### config.mk
export PLATFORM = sky130hd
export DESIGN_NAME = marker_framed_xor_deframer
export DESIGN_NICKNAME = d
export VERILOG_FILES = /design/src/sv/mfxd_pkg.sv /design/src/sv/mfxd_cfg_regs.sv /design/src/sv/mfxd_frame_core.sv /design/src/sv/mfxd_out_buf.sv /design/src/sv/marker_framed_xor_deframer.sv
export SDC_FILE = /design/constraint.sdc
export NUM_CORES = 1
export LEC_CHECK = 0
export BUFFER_PORTS_ARGS = -buffer_cell sky130_fd_sc_hd__buf_4
export CORE_ASPECT_RATIO = 1.5
export CORE_MARGIN = 2
export CORE_UTILIZATION = 46
export CTS_BUF_LIST = sky130_fd_sc_hd__clkbuf_2 sky130_fd_sc_hd__clkbuf_4 sky130_fd_sc_hd__clkbuf_8
export CTS_CLUSTER_DIAMETER = 120
export DETAILED_ROUTE_END_ITERATION = 8
export PLACE_DENSITY = 0.72
export SLEW_MARGIN = 20
export SYNTH_ARGS = -nofsm -noshare
export SYNTH_HDL_FRONTEND = slang
export SYNTH_SLANG_ARGS = --single-unit
### constraint.sdc
create_clock -name i_clk -period 5.56 [get_ports i_clk]
set_input_delay 1.668 -clock i_clk [delete_from_list [all_inputs] [get_ports i_clk]]
set_output_delay 1.668 -clock i_clk [all_outputs]
set_load 0.01 [all_outputs]
### src/sv/mfxd_pkg.sv
`default_nettype none
package mfxd_pkg;

    localparam int MaxPayloadDefault = 64;

    localparam logic [7:0] StartMarkerReset = 8'hAA;
    localparam logic [7:0] EndMarkerReset = 8'h55;
    localparam logic [6:0] PayloadLengthReset = 7'd32;

    localparam logic [1:0] RegStartMarker = 2'd0;
    localparam logic [1:0] RegEndMarker = 2'd1;
    localparam logic [1:0] RegPayloadLength = 2'd2;

    localparam logic KindPayload = 1'b0;
    localparam logic KindStatus = 1'b1;

    localparam logic [1:0] StatusOk = 2'd0;
    localparam logic [1:0] StatusChecksum = 2'd1;
    localparam logic [1:0] StatusBadEnd = 2'd2;

    typedef struct packed {
        logic [7:0] sof_marker;
        logic [7:0] end_marker;
        logic [6:0] payload_length;
    } t_cfg;

    typedef struct packed {
        logic       item_kind;
        logic [7:0] payload_byte;
        logic [5:0] payload_index;
        logic [1:0] frame_status;
        logic [7:0] sent_checksum;
        logic [7:0] computed_checksum;
    } t_result;

endpackage
`default_nettype wire

### src/sv/mfxd_cfg_regs.sv
`default_nettype none
module mfxd_cfg_regs (
    input  wire logic        i_clk,
    input  wire logic        i_rst_n,
    input  wire logic        i_cfg_we,
    input  wire logic [1:0]  i_cfg_index,
    input  wire logic [7:0]  i_cfg_data,
    output mfxd_pkg::t_cfg   o_cfg
);
    import mfxd_pkg::*;

    t_cfg r_cfg;
    t_cfg n_cfg;

    always_comb begin
        n_cfg = r_cfg;
        if (i_cfg_we) begin
            case (i_cfg_index)
                RegStartMarker:   n_cfg.sof_marker = i_cfg_data;
                RegEndMarker:     n_cfg.end_marker = i_cfg_data;
                RegPayloadLength: n_cfg.payload_length = i_cfg_data[6:0];
                default:          n_cfg = r_cfg;
            endcase
        end
    end

    always_ff @(posedge i_clk) begin
        if (!i_rst_n) begin
            r_cfg.sof_marker <= StartMarkerReset;
            r_cfg.end_marker <= EndMarkerReset;
            r_cfg.payload_length <= PayloadLengthReset;
        end else begin
            r_cfg <= n_cfg;
        end
    end

    assign o_cfg = r_cfg;
endmodule
`default_nettype wire

### src/sv/mfxd_frame_core.sv
`default_nettype none
module mfxd_frame_core #(
    parameter int MAX_PAYLOAD = mfxd_pkg::MaxPayloadDefault
) (
    input  wire logic        i_clk,
    input  wire logic        i_rst_n,
    input  mfxd_pkg::t_cfg   i_cfg,
    input  wire logic        i_fire,
    input  wire logic [7:0]  i_rx_byte,
    output logic             o_res_valid,
    output mfxd_pkg::t_result o_res
);
    import mfxd_pkg::*;

    localparam int POS_W = $clog2(MAX_PAYLOAD + 2);
    localparam int LEN_W = (POS_W > 7) ? POS_W : 7;
    localparam logic [LEN_W-1:0] MaxLen = LEN_W'(MAX_PAYLOAD);

    logic             r_in_frame;
    logic             n_in_frame;
    logic [POS_W-1:0] r_pos;
    logic [POS_W-1:0] n_pos;
    logic [7:0]       r_xor;
    logic [7:0]       n_xor;
    logic [7:0]       r_held;
    logic [7:0]       n_held;

    logic [LEN_W-1:0] len_raw;
    logic [LEN_W-1:0] eff_len;
    logic [LEN_W-1:0] pos_ext;

    always_comb begin
        len_raw = LEN_W'(i_cfg.payload_length);
        if (len_raw == '0) begin
            eff_len = LEN_W'(1);
        end else if (len_raw > MaxLen) begin
            eff_len = MaxLen;
        end else begin
            eff_len = len_raw;
        end
        pos_ext = LEN_W'(r_pos);
    end

    always_comb begin
        n_in_frame = r_in_frame;
        n_pos = r_pos;
        n_xor = r_xor;
        n_held = r_held;
        o_res_valid = 1'b0;
        o_res = '0;
        if (i_fire) begin
            if (!r_in_frame) begin
                if (i_rx_byte == i_cfg.sof_marker) begin
                    n_in_frame = 1'b1;
                    n_pos = '0;
                    n_xor = '0;
                    n_held = '0;
                end
            end else if (pos_ext < eff_len) begin
                if (r_pos != '0) begin
                    n_xor = r_xor ^ i_rx_byte;
                end
                o_res_valid = 1'b1;
                o_res.item_kind = KindPayload;
                o_res.payload_byte = i_rx_byte;
                o_res.payload_index = pos_ext[5:0];
                n_pos = POS_W'(pos_ext + LEN_W'(1));
            end else if (pos_ext == eff_len) begin
                n_held = i_rx_byte;
                n_pos = POS_W'(pos_ext + LEN_W'(1));
            end else begin
                o_res_valid = 1'b1;
                o_res.item_kind = KindStatus;
                if (i_rx_byte != i_cfg.end_marker) begin
                    o_res.frame_status = StatusBadEnd;
                end else if (r_held != r_xor) begin
                    o_res.frame_status = StatusChecksum;
                end else begin
                    o_res.frame_status = StatusOk;
                end
                o_res.sent_checksum = r_held;
                o_res.computed_checksum = r_xor;
                n_in_frame = 1'b0;
                n_pos = '0;
                n_xor = '0;
                n_held = '0;
            end
        end
    end

    always_ff @(posedge i_clk) begin
        if (!i_rst_n) begin
            r_in_frame <= 1'b0;
            r_pos <= '0;
            r_xor <= '0;
            r_held <= '0;
        end else begin
            r_in_frame <= n_in_frame;
            r_pos <= n_pos;
            r_xor <= n_xor;
            r_held <= n_held;
        end
    end
endmodule
`default_nettype wire

### src/sv/mfxd_out_buf.sv
`default_nettype none
module mfxd_out_buf (
    input  wire logic         i_clk,
    input  wire logic         i_rst_n,
    input  wire logic         i_push,
    input  mfxd_pkg::t_result i_data,
    output logic              o_can_accept,
    output logic              o_valid,
    input  wire logic         i_ready,
    output mfxd_pkg::t_result o_data
);
    import mfxd_pkg::*;

    logic    r_main_valid;
    logic    n_main_valid;
    logic    r_skid_valid;
    logic    n_skid_valid;
    t_result r_main;
    t_result n_main;
    t_result r_skid;
    t_result n_skid;

    always_comb begin
        n_main_valid = r_main_valid;
        n_skid_valid = r_skid_valid;
        n_main = r_main;
        n_skid = r_skid;
        if (!r_main_valid || i_ready) begin
            if (r_skid_valid) begin
                n_main = r_skid;
                n_main_valid = 1'b1;
                n_skid_valid = 1'b0;
            end else begin
                n_main = i_data;
                n_main_valid = i_push;
            end
        end else if (i_push) begin
            n_skid = i_data;
            n_skid_valid = 1'b1;
        end
    end

    always_ff @(posedge i_clk) begin
        if (!i_rst_n) begin
            r_main_valid <= 1'b0;
            r_skid_valid <= 1'b0;
        end else begin
            r_main_valid <= n_main_valid;
            r_skid_valid <= n_skid_valid;
        end
    end

    always_ff @(posedge i_clk) begin
        r_main <= n_main;
        r_skid <= n_skid;
    end

    assign o_can_accept = !r_skid_valid;
    assign o_valid = r_main_valid;
    assign o_data = r_main;
endmodule
`default_nettype wire

### src/sv/marker_framed_xor_deframer.sv
// Output: each result is registered in the output buffer before it is shown.
// Throughput: one byte per cycle; a two-entry output buffer keeps input ready while a
// result waits, and input stalls only when both output entries are full.
// Reset: synchronous, active low; registers return to 0xAA, 0x55 and 32, and the
// receiver returns to hunting for the start marker with an empty output buffer.
`default_nettype none
module marker_framed_xor_deframer #(
    parameter int MAX_PAYLOAD = mfxd_pkg::MaxPayloadDefault
) (
    input  wire logic       i_clk,
    input  wire logic       i_rst_n,
    input  wire logic       i_cfg_we,
    input  wire logic [1:0] i_cfg_index,
    input  wire logic [7:0] i_cfg_data,
    input  wire logic       i_in_valid,
    output logic            o_in_ready,
    input  wire logic [7:0] i_rx_byte,
    output logic            o_out_valid,
    input  wire logic       i_out_ready,
    output logic            o_item_kind,
    output logic [7:0]      o_payload_byte,
    output logic [5:0]      o_payload_index,
    output logic [1:0]      o_frame_status,
    output logic [7:0]      o_sent_checksum,
    output logic [7:0]      o_computed_checksum
);
    import mfxd_pkg::*;

    t_cfg    cfg;
    t_result core_res;
    t_result out_res;
    logic    core_valid;
    logic    in_fire;

    assign in_fire = i_in_valid && o_in_ready;

    mfxd_cfg_regs u_cfg (
        .i_clk       (i_clk),
        .i_rst_n     (i_rst_n),
        .i_cfg_we    (i_cfg_we),
        .i_cfg_index (i_cfg_index),
        .i_cfg_data  (i_cfg_data),
        .o_cfg       (cfg)
    );

    mfxd_frame_core #(
        .MAX_PAYLOAD (MAX_PAYLOAD)
    ) u_core (
        .i_clk       (i_clk),
        .i_rst_n     (i_rst_n),
        .i_cfg       (cfg),
        .i_fire      (in_fire),
        .i_rx_byte   (i_rx_byte),
        .o_res_valid (core_valid),
        .o_res       (core_res)
    );

    mfxd_out_buf u_out (
        .i_clk        (i_clk),
        .i_rst_n      (i_rst_n),
        .i_push       (core_valid),
        .i_data       (core_res),
        .o_can_accept (o_in_ready),
        .o_valid      (o_out_valid),
        .i_ready      (i_out_ready),
        .o_data       (out_res)
    );

    assign o_item_kind = out_res.item_kind;
    assign o_payload_byte = out_res.payload_byte;
    assign o_payload_index = out_res.payload_index;
    assign o_frame_status = out_res.frame_status;
    assign o_sent_checksum = out_res.sent_checksum;
    assign o_computed_checksum = out_res.computed_checksum;
endmodule
`default_nettype wire

==> reports/metrics.cfg <==
[status]
run_status=finished clean

[layout]
stdcell_area_sq_um=6060
num_antenna_cells=0
syn_to_final_growth_pct=19.1
final_cell_mix=edfxtp_1, buf_4, dfxtp_1, a21o_1, nand2_1
final_common_cell=edfxtp_1
num-nets-final=514
nFillCells=969
fin_cells=642
drive_above_1_share=0.206
final_util=0.554

[routing]
drc=0
viasPerCell=5.20
wl_per_cell_um=15.9
num_vias=3337
finalWirelength_mm=10.2
drtPass1Iterations=4
drt_iter0_markers=179
drtAntennaViolNets=0

[setup_path]
r2r-start=u_cfg.o_cfg[6]
rr_endpoint=u_out.o_data[23]
crit_type=input pin to flop
cp.required_ps=5930
r2r_slack_ps=2820
startpoint_type=input pin
cp_max_fo=8
reg2reg_depth=9
end_kind=flop
worst_ep_arrival_time_ps=3430
crit_end=u_core.r_xor[2]
crit_start=i_rx_byte[7]

[hold_path]
hp-class=flop to flop
hp-start=u_core.r_held[3]

[synth]
synthCells=417
syn-cell-area_sq_um=5090
ys_ff_latch=115
syn_area_per_cell_sq_um=12.2
yosysWarnings=0
synth_fp_nets=449
synth_seq_area_share=0.582
ys_types=43

[job]
drv_cap=0

[place]
dp_hpwl_mm=7.29
placed_area_sq_um=5670
place_congestion=0.850
portBuffers=57
pre_cts_slack_ps=2110
dp_cells=610

[timing]
worst_slack_ps=2500
tns_ps=0
finClkSkew_ps=9.33
period_share=0.551
whs_ps=484
finalSetupViolCount=0
hold_violations=0
slew_violations=0
timing.final.crit_period_ps=3060
maxSlewHeadroom=0.389
rsz0062_at_grt=no
fmax_mhz=327
worst_slew_pin_slew_ps=913

[cts]
numCtsBuffers=17
clock_latency_ps=420
htreeDepth=4
cts_tree=done
cts_sinks=115
path_clk_slew_ps=70
cts_hold_buf=0
cts_buffer_depth=2
post_cts_buffers=0
cts_root_buf=clkbuf_8
post_cts_resized=0

[floorplanning]
initial_utilization=0.465
die-area_sq_um=11900
coreArea_sq_um=10900
die_y_um=133
rows=47
die_x_um=89.9
ioPinCount=58

[global_routing]
grt_first_pass_wirelength_mm=17.0
antenna_found_initial=0
grt_max_degree=44
track_usage=0.182
grt_pass1_vias=3390
grt_overflow=0

[pwr]
power_density_nw_per_um2=285
finalPower_mw=1.73
p_leak_nw=2.72
irDropWorstVdd_mv=0.146

==> power breakdown <==
part	total, mW	internal, mW	switching, mW	leakage, nW
clock	0.757	0.434	0.323	0.207
sequential	0.900	0.896	0.00452	1.15
combinational	0.0684	0.0325	0.0358	1.36
total	1.73	1.36	0.364	2.72
==> per-layer routing <==
layer | vias up | track usage | share of wire
li1 | 1639 | - | -
met1 | 1603 | 0.202 | 0.41
met2 | 79 | 0.319 | 0.53
met3 | 16 | 0.0495 | 0.036
met4 | 0 | 0.0949 | 0.022
met5 | - | 0 | 0
==> worst min path at each step <==
stage / to / depth (start not counted) / slack, ps
finish: u_core.r_held[3] / 2 / 480
global route: u_core.r_held[1] / 2 / 510
CTS: u_core.r_held[3] / 2 / 490
detailed placement: u_core.r_held[0] / 2 / 480
global placement: u_core.r_held[0] / 2 / 470
floorplan: u_core.r_held[0] / 2 / 450
==> cells by family (layout without fill, tap and decap cells) <==
family | Yosys count | in the layout | share of synthesized area
muxes | 23 | 23 | 0.0452
buffers and inverters | 19 | 97 | 0.0160
adders and majority gates | 9 | 9 | 0.0221
xor gates and xnor gates | 30 | 30 | 0.0516
and+or+nand+nor | 151 | 151 | 0.173
DFF | 115 | 115 | 0.582
AOI/OAI and AO/OA | 70 | 70 | 0.110
==> cell type report <==
class,count,area (sq um),share of cell area
multi-input cells,283,2050,0.338
repair buffers,61,458,0.0755
flip-flops and latches,115,2960,0.489
inverters,4,15.0,0.00248
clock buffers,22,284,0.0468
clock inverters,10,110,0.0182
well taps,147,184,0.0303
==> Yosys cell counts <==
cell type  count  area share
nand2b_1       4      0.0049
inv_1          4      0.0029
nor2b_2        1      0.0017
nor4_1         2      0.0025
o211a_1        1      0.0020
nand4_1        7      0.0086
edfxtp_1      66        0.39
a31oi_4        1      0.0042
o2111a_1       1      0.0022
nor3_1         5      0.0049
o31ai_4        1      0.0042
o31a_1         9       0.015
a21oi_1        7      0.0069
ha_1           9       0.022
nor3b_1       16       0.024
o21bai_1       2      0.0029
mux2i_1       23       0.045
a21boi_0       8       0.012
nor2_1        12      0.0088
dfxtp_1       49        0.19
nand4_4        1      0.0042
nor3b_2        2      0.0049
nand3b_1       3      0.0044
nand3_1        9      0.0088
a21oi_4        1      0.0032
buf_2          2      0.0020
and2_1        29       0.036
xnor2_1       17       0.029
buf_6          1      0.0022
nor4bb_1       1      0.0020
nand2_1       31       0.023
and3_1         3      0.0037
a21o_1        33       0.049
clkbuf_1      11      0.0081
a21boi_1       2      0.0029
and4_1         1      0.0017
buf_1          1     0.00074
a21bo_2        1      0.0020
o21ai_0        2      0.0020
nand4b_1       1      0.0017
a211oi_1       1      0.0015
xor2_1        13       0.022
nor2b_1       23       0.028
==> worst max-delay path: stages <==
cell and delay [ps]:
buf_4 140, xnor2_1 140, nand3_1 200, o31ai_4 510
nand4_4 280, nor3b_1 310, o31a_1 170
==> registers in the layout (all words and copies together) (netlist names) <==
name / flops
u_out.r_skid: 33
u_out.r_skid_valid: 1
u_core.r_in_frame: 1
u_core.r_xor: 8
u_out.o_data: 33
u_core.pos_ext: 7
u_core.r_held: 8
u_cfg.o_cfg: 23
u_out.o_valid: 1
No activity file was read; power rests on OpenSTA's default activity.
